## src/rtl/core/sha_pkg.sv

```systemverilog
`default_nettype none
package sha_pkg;

  localparam int unsigned FifoDepth = 4;
  localparam int unsigned ResDepth  = 8;

  typedef struct packed {
    logic [7:0] data;
    logic       present;
    logic       last;
  } item_t;

  localparam logic [31:0] InitHash [8] = '{
    32'h6a09e667, 32'hbb67ae85, 32'h3c6ef372, 32'ha54ff53a,
    32'h510e527f, 32'h9b05688c, 32'h1f83d9ab, 32'h5be0cd19
  };

  localparam logic [31:0] RoundK [64] = '{
    32'h428a2f98, 32'h71374491, 32'hb5c0fbcf, 32'he9b5dba5,
    32'h3956c25b, 32'h59f111f1, 32'h923f82a4, 32'hab1c5ed5,
    32'hd807aa98, 32'h12835b01, 32'h243185be, 32'h550c7dc3,
    32'h72be5d74, 32'h80deb1fe, 32'h9bdc06a7, 32'hc19bf174,
    32'he49b69c1, 32'hefbe4786, 32'h0fc19dc6, 32'h240ca1cc,
    32'h2de92c6f, 32'h4a7484aa, 32'h5cb0a9dc, 32'h76f988da,
    32'h983e5152, 32'ha831c66d, 32'hb00327c8, 32'hbf597fc7,
    32'hc6e00bf3, 32'hd5a79147, 32'h06ca6351, 32'h14292967,
    32'h27b70a85, 32'h2e1b2138, 32'h4d2c6dfc, 32'h53380d13,
    32'h650a7354, 32'h766a0abb, 32'h81c2c92e, 32'h92722c85,
    32'ha2bfe8a1, 32'ha81a664b, 32'hc24b8b70, 32'hc76c51a3,
    32'hd192e819, 32'hd6990624, 32'hf40e3585, 32'h106aa070,
    32'h19a4c116, 32'h1e376c08, 32'h2748774c, 32'h34b0bcb5,
    32'h391c0cb3, 32'h4ed8aa4a, 32'h5b9cca4f, 32'h682e6ff3,
    32'h748f82ee, 32'h78a5636f, 32'h84c87814, 32'h8cc70208,
    32'h90befffa, 32'ha4506ceb, 32'hbef9a3f7, 32'hc67178f2
  };

  localparam logic [7:0] PadMark     = 8'h80;
  localparam logic [5:0] LenFieldPos = 6'd56;

  function automatic logic [31:0] rotr(input logic [31:0] x, input int unsigned n);
    rotr = (x >> n) | (x << (32 - n));
  endfunction

endpackage
`default_nettype wire

```

## src/rtl/core/sha_fifo.sv

```systemverilog
`default_nettype none
module sha_fifo #(
  parameter int unsigned Width = 8,
  parameter int unsigned Depth = 4
) (
  input  wire logic             clk_i,
  input  wire logic             rst_ni,
  input  wire logic             wr_i,
  input  wire logic [Width-1:0] wdata_i,
  output logic                  full_o,
  input  wire logic             rd_i,
  output logic [Width-1:0]      rdata_o,
  output logic                  empty_o,
  output logic [$clog2(Depth+1)-1:0] count_o
);
  localparam int unsigned Aw = (Depth > 1) ? $clog2(Depth) : 1;
  localparam int unsigned Cw = $clog2(Depth + 1);

  logic [Width-1:0] mem_q [Depth];
  logic [Aw-1:0] wp_q, wp_d, rp_q, rp_d;
  logic [Cw-1:0] cnt_q, cnt_d;
  logic do_wr, do_rd;

  assign full_o  = (cnt_q == Cw'(Depth));
  assign empty_o = (cnt_q == '0);
  assign count_o = cnt_q;
  assign rdata_o = mem_q[rp_q];
  assign do_wr   = wr_i && !full_o;
  assign do_rd   = rd_i && !empty_o;

  always_comb begin
    wp_d  = wp_q;
    rp_d  = rp_q;
    cnt_d = cnt_q;
    if (do_wr) begin
      wp_d = (wp_q == Aw'(Depth - 1)) ? '0 : wp_q + 1'b1;
    end
    if (do_rd) begin
      rp_d = (rp_q == Aw'(Depth - 1)) ? '0 : rp_q + 1'b1;
    end
    if (do_wr && !do_rd) begin
      cnt_d = cnt_q + 1'b1;
    end else if (do_rd && !do_wr) begin
      cnt_d = cnt_q - 1'b1;
    end
  end

  always_ff @(posedge clk_i or negedge rst_ni) begin
    if (!rst_ni) begin
      wp_q  <= '0;
      rp_q  <= '0;
      cnt_q <= '0;
    end else begin
      wp_q  <= wp_d;
      rp_q  <= rp_d;
      cnt_q <= cnt_d;
    end
  end

  always_ff @(posedge clk_i) begin
    if (do_wr) begin
      mem_q[wp_q] <= wdata_i;
    end
  end
endmodule
`default_nettype wire

```

## src/rtl/core/sha_engine.sv

```systemverilog
`default_nettype none
module sha_engine (
  input  wire logic          clk_i,
  input  wire logic          rst_ni,
  input  wire logic          item_valid_i,
  input  wire sha_pkg::item_t item_i,
  output logic               item_take_o,
  input  wire logic [3:0]    res_count_i,
  output logic               res_push_o,
  output logic [35:0]        res_data_o
);
  typedef enum logic [5:0] {
    StIdle  = 6'b000001,
    StPad   = 6'b000010,
    StRound = 6'b000100,
    StAdd   = 6'b001000,
    StWait  = 6'b010000,
    StEmit  = 6'b100000
  } state_e;

  state_e state_q, state_d;
  logic [31:0] h_q [8];
  logic [31:0] v_q [8];
  logic [31:0] w_q [16];
  logic [5:0]  fill_q;
  logic [63:0] bits_q;
  logic [5:0]  rnd_q;
  logic [2:0]  emit_q;
  logic        fin_q;
  logic        second_q;
  logic        padded_q;
  logic [5:0]  pad_pos_q;

  logic [31:0] s0, s1, wn, t1, t2, wr_word;
  logic [1:0]  lane;

  always_comb begin
    s0 = sha_pkg::rotr(w_q[1], 7) ^ sha_pkg::rotr(w_q[1], 18) ^ (w_q[1] >> 3);
    s1 = sha_pkg::rotr(w_q[14], 17) ^ sha_pkg::rotr(w_q[14], 19) ^ (w_q[14] >> 10);
    wn = s1 + w_q[9] + s0 + w_q[0];
    t1 = v_q[7] + (sha_pkg::rotr(v_q[4], 6) ^ sha_pkg::rotr(v_q[4], 11)
         ^ sha_pkg::rotr(v_q[4], 25)) + ((v_q[4] & v_q[5]) ^ (~v_q[4] & v_q[6]))
         + sha_pkg::RoundK[rnd_q] + w_q[0];
    t2 = (sha_pkg::rotr(v_q[0], 2) ^ sha_pkg::rotr(v_q[0], 13)
         ^ sha_pkg::rotr(v_q[0], 22))
         + ((v_q[0] & v_q[1]) ^ (v_q[0] & v_q[2]) ^ (v_q[1] & v_q[2]));
  end

  assign item_take_o = (state_q == StIdle) && item_valid_i;
  assign res_push_o  = (state_q == StEmit);
  assign res_data_o  = {h_q[emit_q], emit_q, emit_q == 3'd7};

  always_comb begin
    state_d = state_q;
    case (state_q)
      StIdle: begin
        if (item_valid_i) begin
          if (item_i.present && fill_q == 6'd63) begin
            state_d = StRound;
          end else if (item_i.last) begin
            state_d = StPad;
          end
        end
      end
      StPad: begin
        if (pad_pos_q == 6'd63) begin
          state_d = StRound;
        end
      end
      StRound: begin
        if (rnd_q == 6'd63) begin
          state_d = StAdd;
        end
      end
      StAdd: begin
        if (fin_q && !padded_q) begin
          state_d = StPad;
        end else if (fin_q && !second_q && fill_q > 6'd55) begin
          state_d = StPad;
        end else if (fin_q) begin
          state_d = StWait;
        end else begin
          state_d = StIdle;
        end
      end
      StWait: begin
        if (res_count_i == 4'd0) begin
          state_d = StEmit;
        end
      end
      StEmit: begin
        if (emit_q == 3'd7) begin
          state_d = StIdle;
        end
      end
      default: state_d = StIdle;
    endcase
  end

  always_comb begin
    lane    = pad_pos_q[1:0];
    wr_word = w_q[pad_pos_q[5:2]];
    if (pad_pos_q == fill_q && !second_q) begin
      wr_word[8*(3-lane) +: 8] = sha_pkg::PadMark;
    end else if (pad_pos_q >= sha_pkg::LenFieldPos && !(fill_q > 6'd55 && !second_q)) begin
      wr_word[8*(3-lane) +: 8] = bits_q[8*(7 - pad_pos_q[2:0]) +: 8];
    end else begin
      wr_word[8*(3-lane) +: 8] = 8'h00;
    end
  end

  always_ff @(posedge clk_i or negedge rst_ni) begin
    if (!rst_ni) begin
      state_q   <= StIdle;
      fill_q    <= '0;
      bits_q    <= '0;
      rnd_q     <= '0;
      emit_q    <= '0;
      fin_q     <= 1'b0;
      second_q  <= 1'b0;
      padded_q  <= 1'b0;
      pad_pos_q <= '0;
      for (int i = 0; i < 8; i++) begin
        h_q[i] <= sha_pkg::InitHash[i];
      end
    end else begin
      state_q <= state_d;
      case (state_q)
        StIdle: begin
          if (item_valid_i) begin
            fin_q <= item_i.last;
            if (item_i.present) begin
              fill_q <= fill_q + 1'b1;
              bits_q <= bits_q + 64'd8;
            end
            pad_pos_q <= item_i.present ? fill_q + 1'b1 : fill_q;
            second_q  <= 1'b0;
            padded_q  <= 1'b0;
          end
        end
        StPad: begin
          pad_pos_q <= pad_pos_q + 1'b1;
          padded_q  <= 1'b1;
        end
        StRound: begin
          rnd_q <= rnd_q + 1'b1;
        end
        StAdd: begin
          for (int i = 0; i < 8; i++) begin
            h_q[i] <= h_q[i] + v_q[i];
          end
          if (fin_q && padded_q && !second_q && fill_q > 6'd55) begin
            second_q  <= 1'b1;
            pad_pos_q <= '0;
          end else if (second_q) begin
            second_q <= 1'b0;
          end
        end
        StEmit: begin
          emit_q <= emit_q + 1'b1;
          if (emit_q == 3'd7) begin
            for (int i = 0; i < 8; i++) begin
              h_q[i] <= sha_pkg::InitHash[i];
            end
            fill_q <= '0;
            bits_q <= '0;
            fin_q  <= 1'b0;
          end
        end
        default: ;
      endcase
    end
  end

  always_ff @(posedge clk_i) begin
    if (state_q == StIdle && item_valid_i && item_i.present) begin
      w_q[fill_q[5:2]][8*(3-fill_q[1:0]) +: 8] <= item_i.data;
      if (fill_q == 6'd63) begin
        for (int i = 0; i < 8; i++) begin
          v_q[i] <= h_q[i];
        end
      end
    end
    if (state_q == StPad) begin
      w_q[pad_pos_q[5:2]] <= wr_word;
      if (pad_pos_q == 6'd63) begin
        for (int i = 0; i < 8; i++) begin
          v_q[i] <= h_q[i];
        end
      end
    end
    if (state_q == StRound) begin
      for (int i = 0; i < 15; i++) begin
        w_q[i] <= w_q[i+1];
      end
      w_q[15] <= wn;
      v_q[7] <= v_q[6];
      v_q[6] <= v_q[5];
      v_q[5] <= v_q[4];
      v_q[4] <= v_q[3] + t1;
      v_q[3] <= v_q[2];
      v_q[2] <= v_q[1];
      v_q[1] <= v_q[0];
      v_q[0] <= t1 + t2;
    end
  end
endmodule
`default_nettype wire

```

## src/rtl/core/sha256_byte_stream_hasher_core.sv

```systemverilog
// SHA-256 over a byte stream.
// Input queue: drive data_byte_i, byte_present_i, last_byte_i with push; a
// word is taken when push is high and full is low. A word with
// byte_present_i low and last_byte_i low is dropped.
// Result queue: while empty is low the oldest digest word is on
// digest_word_o, word_index_o and last_word_o; pop takes it.
// A four-entry queue holds input words while the engine compresses.
// The engine takes each byte into the block; the 64th byte of a block starts
// a compression (64 rounds, one add). A last word pads the bytes left in the
// block and compresses it; a second padding block follows when more than 55
// bytes are pending. When the last byte fills the block, a padding block
// follows its compression. The engine then waits until the result queue is
// drained and writes the eight digest words in order.
// If the receiver stalls, digests stay queued and the engine holds before its
// next digest; input keeps filling the four-entry queue until full.
// Reset empties both queues and loads the initial hash values.
`default_nettype none
module sha256_byte_stream_hasher_core #(
  parameter int unsigned FifoDepth = sha_pkg::FifoDepth
) (
  input  wire logic        clk_i,
  input  wire logic        rst_ni,
  input  wire logic [7:0]  data_byte_i,
  input  wire logic        byte_present_i,
  input  wire logic        last_byte_i,
  input  wire logic        push,
  output logic             full,
  output logic [31:0]      digest_word_o,
  output logic [2:0]       word_index_o,
  output logic             last_word_o,
  output logic             empty,
  input  wire logic        pop
);
  sha_pkg::item_t in_item, q_item;
  logic q_empty, take, rpush, eng_take, rfull;
  logic [35:0] rdata, odata;
  logic [3:0] rcount;
  logic [$clog2(FifoDepth+1)-1:0] icount;

  assign in_item = '{data: data_byte_i, present: byte_present_i, last: last_byte_i};

  sha_fifo #(.Width($bits(sha_pkg::item_t)), .Depth(FifoDepth)) u_in (
    .clk_i, .rst_ni, .wr_i(push), .wdata_i(in_item), .full_o(full),
    .rd_i(take), .rdata_o(q_item), .empty_o(q_empty), .count_o(icount)
  );

  sha_engine u_eng (
    .clk_i, .rst_ni, .item_valid_i(!q_empty && (q_item.present || q_item.last)),
    .item_i(q_item), .item_take_o(eng_take), .res_count_i(rcount),
    .res_push_o(rpush), .res_data_o(rdata)
  );

  assign take = !q_empty && (!(q_item.present || q_item.last) || eng_take);

  sha_fifo #(.Width(36), .Depth(sha_pkg::ResDepth)) u_out (
    .clk_i, .rst_ni, .wr_i(rpush), .wdata_i(rdata), .full_o(rfull),
    .rd_i(pop), .rdata_o(odata), .empty_o(empty), .count_o(rcount)
  );

  assign digest_word_o = odata[35:4];
  assign word_index_o  = odata[3:1];
  assign last_word_o   = odata[0];

`ifndef NO_ASSERTIONS
  a_in_bound: assert property (@(posedge clk_i) disable iff (!rst_ni)
    icount <= FifoDepth) else $error("input queue overrun");
  a_no_ovf: assert property (@(posedge clk_i) disable iff (!rst_ni)
    rpush |-> !rfull) else $error("result queue overrun");
`endif
endmodule
`default_nettype wire

```

## config.mk

```make
export PLATFORM = sky130hd
export DESIGN_NAME = sha256_byte_stream_hasher_core
export DESIGN_NICKNAME = d
export VERILOG_FILES = /design/src/rtl/core/sha_pkg.sv /design/src/rtl/core/sha_fifo.sv /design/src/rtl/core/sha_engine.sv /design/src/rtl/core/sha256_byte_stream_hasher_core.sv
export SDC_FILE = /design/constraint.sdc
export NUM_CORES = 2
export LEC_CHECK = 0
export ABC_AREA = 1
export BUFFER_PORTS_ARGS = -buffer_cell sky130_fd_sc_hd__clkbuf_2
export CAP_MARGIN = 10
export CORE_MARGIN = 2
export CORE_UTILIZATION = 36
export DETAILED_ROUTE_END_ITERATION = 10
export HOLD_SLACK_MARGIN = 0.05
export PLACE_DENSITY = 0.61
export SYNTH_ARGS = -nofsm -noshare
export SYNTH_HDL_FRONTEND = slang
export SYNTH_SLANG_ARGS = --single-unit
```

## constraint.sdc

```tcl
create_clock -name clk_i -period 9.7 [get_ports clk_i]
set_clock_uncertainty 0.15 [all_clocks]
set_input_delay 0.97 -clock clk_i [delete_from_list [all_inputs] [get_ports clk_i]]
set_output_delay 0.97 -clock clk_i [all_outputs]
set_load 0.02 [all_outputs]
```

Word-level counts from Yosys, hierarchy flattened. Memory sizes are Yosys's and may differ from the RTL's. Index checks and enable logic that the tools add are counted. W data, S select, Z words.

Bits in writable memories: 1096. Memories kept: 5. Output and inout port bits: 38. Bits of input ports: 14. Bits in registers: 367. ROM bits: 2048. Logic and storage cells: 285.

Memories: (name not given) (words 64, bits a word 32, rd ports 1, clocked after Yosys merged registers in 0, write ports 0, RTL line sha_engine.sv:43) `+ sha_pkg::RoundK[rnd_q] + w_q[0];`; u_eng.w_q (words 16, bits a word 32, rd ports 17, clocked after Yosys merged registers in 0, write ports 16, RTL line sha_engine.sv:24) `logic [31:0] w_q [16];`; u_out.mem_q (words 8, bits a word 36, rd ports 1, clocked after Yosys merged registers in 0, write ports 1, RTL line sha_fifo.sv:19) `logic [Width-1:0] mem_q [Depth];`; u_eng.v_q (words 8, bits a word 32, rd ports 8, clocked after Yosys merged registers in 0, write ports 8, RTL line sha_engine.sv:23) `logic [31:0] v_q [8];`; u_in.mem_q (words 4, bits a word 10, rd ports 1, clocked after Yosys merged registers in 0, write ports 1, RTL line sha_fifo.sv:19).

Equality and inequality tests: 25. Reduce and logical (&&, ||, !) cells: 54. Add/sub/neg operators: 36. Bitwise logic cells: 45. Shift-type cells: 7. Order comparisons: 4. Muxes and demuxes: 86.

Operators with widths (count): $mux W32 (27); $add A32 B32 Y32 (18); $pmux W256 S2 (1); $xor A32 B32 Y32 (9); $mux W256 (1); $mux W64 (3); $and A32 B32 Y32 (5); $pmux W64 S2 (1); $bmux W32 S3 (1); $bwmux W32 (3); $mux W6 (13); $neg A32 Y34 (2); $shift A8 B34 Y32 const A (2); $shiftx A8 B34 Y32 (2); $shiftx A8 B34 Y32 const A (2); $add A64 B4 Y64 const B (1); $reduce_or A32 Y1 (2); $shiftx A64 B33 Y8 (1); $pmux W6 S6 (1); $not A32 Y32 (1); $or A10 B32 Y32 (1); $or A13 B32 Y32 (1); $or A14 B32 Y32 (1); $or A15 B32 Y32 (1); 55 further kinds (157).

Longest topological paths before layout.
Word-level depth: 10. Depth in mapped cells: 45. Gate-level depth less buffers: 44.

Hierarchy. Synthesis repeated with hierarchy kept, for this count alone.

Cell total of the unflattened synthesis: 12482. Area total of the unflattened synthesis: 100227.4 µm².

By module, submodules not included: sha_engine (instances 1, area an instance 86018.7 µm², cells each 11258, seq. area each 31916.9 µm²); sha_fifo (u_out) (instances 1, area an instance 12102.9 µm², cells each 1043, seq. area each 8898.5 µm²); sha_fifo (u_in) (instances 1, area an instance 2085.8 µm², cells each 177, seq. area each 1376.3 µm²); sha256_byte_stream_hasher_core (instances 1, area an instance 20.0 µm², cells each 4, seq. area each 0.0 µm²).

Worst setup path after synthesis. Ideal clock, no wire load.

Kind: register to register. Start: register u_eng.state_q[0]. End: memory u_eng.v_q[0][0] (enable). Library setup time: 2.309 ns. Cell stages (with the launch flop): 7. Path slack: 0.808 ns. Arrival: 6.432 ns. Period minus slack after synthesis: 8.892 ns. Path buffers: 3. Data required time: 7.241 ns. Cell sequence: dfstp_2 nor2_2 nand3_1 buf_2 clkbuf_1 clkbuf_1 nand3_1.

RTL lines: start, declared (RTL line sha_engine.sv:21) `state_e state_q, state_d;`; start signal, assigned (RTL line sha_engine.sv:114) `state_q <= StIdle;`; start signal, assigned (RTL line sha_engine.sv:127) `state_q <= state_d;`; end, declared (RTL line sha_engine.sv:23).

==> results by group <==
Run status
  • Status: finished clean

Route
  • Met1 WL: roughly 180000 um
  • DRT Pass-1 Iters: 6
  • Met3 wire len: around 44000 um
  • Vias: just over 90000
  • DRT iter0 DRCs: 12113
  • Vias/cell: between 5 and 6
  • DR WL met2: between 150000 and 200000 um
  • WL/cell: between 20 and 30 um
  • DRC viols: 0
  • Max Used Layer: met5
  • Final wirelength: approximately 430000 um
  • Detail Route Antenna Nets: 0

Synth
  • Mapped Cells: 12792
  • Simple-Gate Fraction of Synth Area: about 23%
  • Leading area contributor after synthesis: edfxtp_1
  • Synth Area per Inst: just under 8 um^2
  • Combinational family with the most area after synthesis: simple AND/OR/NAND/NOR gates
  • Post-synth top area share: roughly 33%
  • Number of synthesized flops with an enable pin: between 1000 and 1500
  • Synth Net Count: around 13000
  • Synth top area cells: edfxtp_1 (33%), nand2_1 (13%), o21ai_0 (6.3%)
  • Multiplexer share of the synthesized area: less than 1%
  • Synth warnings: 0
  • Synth cell count leaders: nand2_1 (3541), o21ai_0 (1279), inv_1 (1274)
  • Top_reg_cell synth: edfxtp_1
  • Post-synth cell types: 70
  • Cell area after synthesis: between 0.1 and 0.15 mm^2
  • Post-synthesis adder-cell area fraction: 9.25%
  • Asr flop ratio synth: between 20 and 25%
  • Register area share after synthesis: roughly two fifths
  • Most common cell in the synthesized netlist: nand2_1
  • #FFs+latches synth: 1460
  • Compound-Gate Fraction of Synth Area: between 10 and 15%
  • Xor/xnor cell area share of the yosys netlist: under 10%

Critical path
  • Worst-path maximum fanout: 10
  • Critical path's largest stage delay: about 0.56 ns
  • Setup crit end kind: flip-flop
  • Startpoint Class: flip-flop
  • WS Path Type: flip-flop to flip-flop
  • Data required, critical path: 10.08 ns
  • Crit-path slowest cell: dfrtp_1
  • Worst EP arrival: around 9.2 ns
  • Most used cell, CP: inv_1

Clock tree
  • CTS tree: built
  • Sink Count: ~1500
  • Later-pin clock latency in the skew report: slightly above 0.9 ns
  • Clock slew at reported path FFs: roughly 0.05 ns
  • CTS Hold Bufs: 0
  • CTS max path bufs: 4
  • H-tree Lvls: 4
  • TritonCTS buffer count: 176
  • Root Driver: clkbuf_16
  • Setup bufs post-CTS: 0
  • Post_cts resized: 0

Placement
  • Count of input and output buffers: 51
  • GPL Wtd Cong: about 1.0
  • Post-DP HPWL: approximately 320000 um
  • Post-Place Cell Area: roughly 0.10 mm^2

Floorplanning
  • Die H: between 500 and 600 um
  • # rows: slightly below 200
  • Core area: roughly 0.28 mm^2
  • Die Footprint: 0.285 mm^2
  • Initial Utilization: a little over a third
  • Ports: between 50 and 60
  • Die Wd: 533 um

STA
  • Final hold vios: 0
  • RSZ-0062 raised after global routing: false
  • Worst Tran Pin Value: around 1.3 ns
  • TNS Setup: 0 ns
  • Max frequency: between 0.1 and 0.15 GHz
  • Slew Limit Headroom: ~11%
  • Setup Viol. Count Final: 0
  • Final worst-path cycle share: between 90% and 100%
  • Minimum clock period: 8.84 ns
  • Max Slew Vio Count: 0

GRT
  • GR Overflow Total: 0
  • Largest net degree at the start of global routing: 145
  • Global-route wire length before repair: slightly above 600000 um
  • Vias in the first global route: 86699
  • GRT Total Usage: 29.2%
  • Initial antenna violation count: 19

Finish
  • Area growth syn-to-layout: 9.52%
  • Share of cells above drive strength 1: under 10%
  • Final Util: roughly 40%
  • Post-route cell area: approximately 0.11 mm^2
  • Final nets: about 13000

Worst hold path
  • Worst min-delay path class: input port to asynchronous set/reset pin

Run
  • Maximum capacitance violations: 0
## per-layer routing
metal,global-route usage (%),vias up
li1,-,42443
met1,39.7,45063
met2,44.5,5040
met3,5.85,865
met4,14.1,6
met5,0,-
## through the flow
step	setup WS (ns)	hold slack (ns)	std cells
6_report	0.855	0.0464	16483
3_5_place_dp	0.941	0.358	16160
2_1_floorplan	0.808	0.324	12792
5_1_grt	0.275	0.109	16480
3_3_place_gp	0.898	0.342	16160
4_1_cts	0.929	0.0592	16477
## logic make-up (layout without fill, tap and decap cells)
logic type      count (synthesis)  count (layout)
flops                        1460            1460
compound gates               2682            2682
simple gates                 5717            5717
mux                             2               2
buf+inv                      1873            1836
other cells                     0               4
xor+xnor                      426             426
fa+ha+maj                     632             632
## worst paths after layout
kind / from / end / slack (ns) / depth (start not counted)
min in group clk_i: data_byte_i[3] / u_in.mem_q[0][5] / 0.19 / 1
setup reg to reg: u_eng.rnd_q[0] / u_eng.v_q[0][20] / 0.86 / 38
hold reg to reg: u_eng.w_q[4][30] / u_eng.w_q[3][30] / 0.34 / 2
hold / removal: rst_ni / u_out.count_o[1] / 0.05 / 1
max in group asynchronous: rst_ni / u_eng.h_q[222] / 7.38 / 3
setup / recovery: u_eng.rnd_q[0] / u_eng.v_q[0][20] / 0.86 / 38
## cell type report
cell class | instances | area, um^2
fill | 28925 | 169000
multi-input combinational | 9459 | 51300
sequential | 1460 | 42200
inverter | 1296 | 4890
clock buffer | 229 | 4710
tap | 3724 | 4660
timing repair buffer | 223 | 1680
clock inverter | 88 | 1020
antenna | 4 | 10.0
## sequential cells by signal, summed over array words and instances (netlist names), 40 cells and up
signal and count:
u_eng.h_q 256, u_out.mem_q 288, u_eng.v_q 256, u_eng.w_q 512
u_eng.bits_q 61, u_in.mem_q 40
## worst max-delay path: cells and delay by family (launching register included)
kind / cells / cell delay (ns)
compound gates: 9 / 1.81
flops: 1 / 0.56
xor+xnor: 1 / 0.43
buf+inv: 11 / 1.44
fa+ha+maj: 8 / 3.15
simple gates: 9 / 0.98
## cell usage in the layout, fill, tap and decap left out, types with 158 or more instances in the layout
cell type / n
nand2_1: 3541
inv_1: 1272
o21ai_0: 1267
nor2_1: 1224
edfxtp_1: 1096
a21oi_1: 678
nand3_1: 505
ha_1: 415
xor2_1: 268
dfrtp_1: 219
fa_1: 197
clkbuf_16: 176
nand4_1: 173
buf_4: 161
o22ai_1: 160
xnor2_1: 158
Power is left out: the tool's default activity adds up to more than one toggle a clock period on the data nets, which glitch-free logic cannot reach.
